File: config.mk
export PLATFORM = sky130hd
export DESIGN_NAME = hpse_group_div
export DESIGN_NICKNAME = d
export VERILOG_FILES = /design/src/rtl/hpse_group_div.sv
export SDC_FILE = /design/constraint.sdc
export NUM_CORES = 1
export LEC_CHECK = 0
export BUFFER_PORTS_ARGS = -buffer_cell sky130_fd_sc_hd__buf_2
export CAP_MARGIN = 15
export CORE_ASPECT_RATIO = 0.6
export CORE_MARGIN = 2
export CORE_UTILIZATION = 35
export CTS_BUF_LIST = sky130_fd_sc_hd__clkbuf_16
export DETAILED_ROUTE_END_ITERATION = 16
export SLEW_MARGIN = 15
export SYNTH_ARGS = -nofsm -noshare
export SYNTH_HDL_FRONTEND = slang
export SYNTH_SLANG_ARGS = --single-unit
File: constraint.sdc
create_clock -name clk -period 2.68 [get_ports clk]
set_clock_uncertainty 0.2 [all_clocks]
set_input_delay 0.134 -clock clk [delete_from_list [all_inputs] [get_ports clk]]
set_output_delay 0.134 -clock clk [all_outputs]
set_load 0.02 [all_outputs]
File: src/rtl/hpse_group_div.sv
// cpu index to group bit: divides the cpu index by the group size
// by repeated subtraction, one step a cycle; uses hpse_pkg-free plain logic
module hpse_group_div #(
  parameter int CPU_W = 6,
  parameter int GROUP_BITS = 64
) (
  input  logic             clk,
  input  logic             rst_n,
  input  logic             start,
  input  logic [CPU_W-1:0] cpu,
  input  logic [6:0]       size,
  output logic             done,
  output logic [63:0]      group_bit
);
  localparam int QW = (CPU_W + 1 > 7) ? CPU_W + 1 : 7;
  logic [QW-1:0] rem_r, rem_nxt;
  logic [QW-1:0] quo_r, quo_nxt;
  logic          busy_r, busy_nxt;
  logic [QW-1:0] sz;
  logic [QW:0]   szx;
  logic [QW-1:0] grp;

  assign szx = (size == 7'd0) ? (QW+1)'(1) : (QW+1)'(size);
  assign sz = szx[QW-1:0];

  always_comb begin
    rem_nxt = rem_r;
    quo_nxt = quo_r;
    busy_nxt = busy_r;
    done = 1'b0;
    if (start) begin
      rem_nxt = QW'(cpu);
      quo_nxt = '0;
      busy_nxt = 1'b1;
    end else if (busy_r) begin
      if ((QW+1)'(rem_r) >= szx) begin
        rem_nxt = rem_r - sz;
        quo_nxt = quo_r + QW'(1);
      end else begin
        busy_nxt = 1'b0;
        done = 1'b1;
      end
    end
  end

  assign grp = (32'(quo_r) >= GROUP_BITS) ? QW'(GROUP_BITS - 1) : quo_r;
  assign group_bit = 64'(1) << grp[5:0];

  always_ff @(posedge clk) begin
    if (!rst_n) begin
      busy_r <= 1'b0;
    end else begin
      busy_r <= busy_nxt;
    end
    rem_r <= rem_nxt;
    quo_r <= quo_nxt;
  end
endmodule
# After elaboration in Yosys (flattened, before gate mapping)

Index checks and enable logic that the tools add are counted.

Register bits: 15
Bits of input ports: 16
Word-level logic and storage cells: 25
Output and inout bits: 65

Reductions and logical operators: 5
Shift operators: 1
$add $sub $neg: 2
Magnitude comparators: 2
Multiplexer cells: 11

Operators with widths:

| operator                                                 | count |
|---|---|
| << shifter 1 x 6 -> 64 bit, first input constant         | 1 |
| two-way mux 6 bit                                        | 4 |
| adder 7 x 1 -> 7 bit, second input constant              | 1 |
| greater-or-equal comparator 7 bit                        | 1 |
| greater-or-equal comparator 7 bit, second input constant | 1 |
| zero test 7 bit                                          | 1 |
| two-way mux 7 bit                                        | 1 |
| subtractor 7 bit                                         | 1 |
| two-way mux 1 bit                                        | 6 |
| AND reduction 2 bit                                      | 2 |
| nonzero test 2 bit                                       | 2 |

# Depth between registers and ports, before layout

Depth in word-level cells: 6
Mapped depth: 10

# Least setup slack after synthesis

OpenSTA, ideal clock, no wires.

Kind: reg-to-output
From: reg rem_r[2]
To: out done
Data required time: 2.346 ns
Data arrival time: 1.949 ns
Slack: 0.397 ns
Stages on the path, launching flop included: 8
Cell sequence: edfxtp_1 ha_1 buf_4 a21oi_1 o21ai_1 a21oi_2 buf_2 nor3b_1

Word-level cells in the longest chain between the ends: 4

RTL lines:

| element                           | line | source |
|---|---|---|
| start: declaration                | 16   | `logic [QW-1:0] rem_r, rem_nxt;` |
| start signal: assignment          | 55   | `rem_r <= rem_nxt;` |
| greater-or-equal comparator 7 bit | 36   | `if ((QW+1)'(rem_r) >= szx) begin` |
| two-way mux 1 bit                 | 36   |  |
| two-way mux 1 bit                 | 35   | `end else if (busy_r) begin` |
| two-way mux 1 bit                 | 31   | `if (start) begin` |
| end: declaration                  | 12   | `output logic done,` |

No other way between the ends.

# Final worst setup path

From: in size[2]
To: reg rem_r[6]

Word-level cells in the longest chain between the ends: 4

RTL lines:

| element                              | line | source |
|---|---|---|
| start: declaration                   | 11   | `input logic [6:0] size,` |
| zero test 7 bit                      | 23   | `assign szx = (size == 7'd0) ? (QW+1)'(1) : (QW+1)'(size);` |
| two-way mux 7 bit *                  | 23   |  |
| greater-or-equal comparator 7 bit    | 36   |  |
| AND reduction 2 bit (no source line) | n/a  |  |

Every way passes the cells marked *; elsewhere a longest branch is shown, timed or not.
A chain may end at the register's enable or synchronous reset.

==> reports/metrics.cfg <==
[layout]
multiInputGateArea_um2 = 1070
ff_latch_area_um2 = 360
layout-drive-gt1-share = 0.302
finalCoreUtilization = 0.507
num-fill-cells = 439
area_growth_pct = 37.7
fin_cells = 375
num_antenna_cells = 0
final_nets = 341

[cts]
htreeDepth = 1
cts_made_buffers = 3
cts_tree = done
clk_latency_ns = 0.24
clk_pin_slew_ns = 0.05
cts_setup_buffers = 0
cts.sinks = 15
cts_max_path_buffers = 2
cts_root_buf = clkbuf_16

[drt]
via_per_inst = 4.85
vias = 1819
ant_nets = 0
drt-total-wl_um = 4540
wire_per_inst_um = 12.1
dr.pass1.iters = 4
drcViolationCount = 0
initialDrtViolationCount = 106

[floorplan]
fp.coreArea_um2 = 4140
row_count = 18
io_pins = 81
die-area_um2 = 4920
die_x_um = 89.2
dieHeight_um = 55.1
start_util = 0.368

[sta]
setup_violations = 0
slew_headroom = 0.664
setup-tns-final_ns = 0
fin_ws_ns = 0.205
drv_slew = 0
rsz0062_at_grt = no
hold_ws_ns = 0.0000522
layout_min_cycle_time_ns = 2.47
hold_violations = 0
timing.final.crit_share = 0.923
tightest_slew_ns = 0.503
max_freq_ghz = 0.404

[placed_design]
hpwl_um = 3640
io_buffer_count = 80
gp_congestion = 0.788
place_ws_ns = -0.0554
dp_cells = 367

[setup_path]
worstRegToRegCells = 9
worstSetupPathType = in2reg
critPathMaxFanout = 3
worst_ep_arrival_time_ns = 2.41
crit_required_ns = 2.61
crit_path_start_kind = primary input
end_kind = flip-flop

[run_status]
run_status = finished, final reports clean

[synthesis]
syn_area_um2 = 1530
synth_cell_types = 40
synthCells = 237
ys_seq_elements = 15
synth_area_per_cell_um2 = 6.44
yosysWarnings = 0
synth_nets = 262
yosysSeqAreaShare = 0.236

[global_route]
antenna_found_initial = 0
use_met1 = 0.309
grt_busiest_layer = met1
gr-usage-met3 = 0.0297
grt_pass1_vias = 1403
grt_use_total = 0.178
met2_usage = 0.222
grt_max_degree = 24
grt_pass1_wl_um = 6840
overflow = 0

[power_and_ir_drop]
powerDensity_nw_per_um2 = 364
ir_drop_mv = 0.190
total_leakage_power_nw = 1.03

[hold_path]
hp-class = in2reg
min_path_cells = 3

[job]
max_cap_viol_count = 0

==> cell usage in the layout (no fill, tap or decap), types with 2 or more instances in the layout <==
cell | Yosys | layout
a211oi_1 | 2 | 2
a21oi_1 | 13 | 13
a31o_2 | 2 | 2
and3_1 | 2 | 2
buf_2 | 2 | 80
buf_4 | 1 | 5
clkbuf_16 | 0 | 3
dfxtp_1 | 9 | 9
dlygate4sd3_1 | 0 | 4
edfxtp_1 | 6 | 6
ha_1 | 8 | 8
inv_1 | 9 | 10
nand2_1 | 25 | 25
nand2b_1 | 7 | 7
nand3_1 | 6 | 6
nand3b_1 | 3 | 3
nor2_1 | 63 | 63
nor2b_1 | 9 | 9
nor3_1 | 9 | 9
nor4_1 | 3 | 2
o21a_1 | 2 | 2
o21ai_0 | 15 | 15
o21ai_1 | 2 | 2
o31ai_1 | 3 | 3
or3_1 | 7 | 7
xnor2_1 | 2 | 2
==> worst max-delay path, stage by stage <==
cell and delay (ns):
buf_2 0.11, nor4_2 0.33, a31o_2 0.20, ha_1 0.18, inv_1 0.06, fa_1 0.43
a211oi_1 0.31, o21bai_1 0.11, a21oi_1 0.18, xor2_1 0.08, o41ai_1 0.26
==> final timing paths <==
kind	slack [ns]	start	end
worst max register to register	0.33	rem_r[0]$_DFFE_PP_	rem_r[6]$_SDFFE_PP0P_
worst max-delay path	0.21	size[2]	rem_r[6]$_SDFFE_PP0P_
worst min register to register	0.37	busy_r$_SDFF_PN0_	quo_r[1]$_SDFFE_PP0P_
worst min-delay path	0.00005	cpu[3]	rem_r[3]$_DFFE_PP_
==> flip-flops by register name (all words and copies together), names as in the netlist <==
name	cells
busy_r	1
rem_r	7
quo_r	7
==> synthesized netlist by cell type (all sizes together) <==
master   n  area (um^2)
nand3b   3         22.5
fa       1         20.0
o31ai    3         22.5
and3     2         12.5
or4      1         7.51
o21ai   17         85.1
o211ai   1         7.51
o41ai    1         8.76
o21a     2         15.0
buf      3         17.5
a21boi   1         7.51
xor2     1         8.76
nand2   25         93.8
a31o     2         17.5
mux2     1         11.3
and2     1         6.26
or3      7         43.8
nor2b    9         56.3
edfxtp   6          180
a211oi   2         15.0
a21o     1         7.51
nor4     3         18.8
o21bai   1         7.51
dfxtp    9          180
a21oi   14         73.8
nor3     9         45.0
nor3b    1         7.51
nand2b   7         43.8
nor2    64          243
nand4    1         6.26
xnor2    2         17.5
ha       8          100
clkbuf  12         45.0
nand3    6         30.0
inv      9         33.8
or2      1         6.26
==> final cells by class <==
cell class                      instances  share of cell area
Multi-Input combinational cell        198               0.512
Inverter                                9              0.0161
Clock buffer                            3              0.0357
Clock inverter                          1             0.00179
Sequential cell                        15               0.172
Timing Repair Buffer                   89               0.228
Tap cell                               60              0.0357
==> where the power goes <==
group	switching (mW)	internal [mW]	total, mW
combinational	0.117	0.0914	0.209
sequential	0.0129	0.259	0.272
clock	0.0860	0.197	0.283
==> cell families (layout without fill, tap and decap cells) <==
family,count (synthesis),count (layout),synth area share
XOR/XNOR,3,3,0.0172
AND/OR/NAND/NOR,140,140,0.422
multiplexers,1,1,0.00738
AO/OA/AOI/OAI,45,45,0.176
buffers and inverters,24,102,0.0632
adder cells (fa/ha/maj),9,9,0.0788
flip-flops,15,15,0.236
==> metal layers <==
layer	routed length, um	share of wire	vias to the layer above
li1	-	-	958
met1	2650	0.58	801
met2	1610	0.35	58
met3	260	0.057	2
met4	20	0.0044	0
met5	0	0	-
==> metrics by stage <==
stage	instance area (um^2)	power, mW
global placement	1980	0.476
global route	2100	0.809
CTS	2090	0.766
finish	2100	0.764
floorplan	1530	0.421
detailed placement	1980	0.476
==> what timing repair did <==
| item | in CTS | in global routing |
|---|---|---|
| resized for setup | 0 | 1 |
| hold buffers | 4 | 0 |
| endpoints found under the setup margin | 0 | 1 |
| endpoints found under the hold margin | 4 | 0 |
Note: power is estimated with default switching activity, not from simulation.
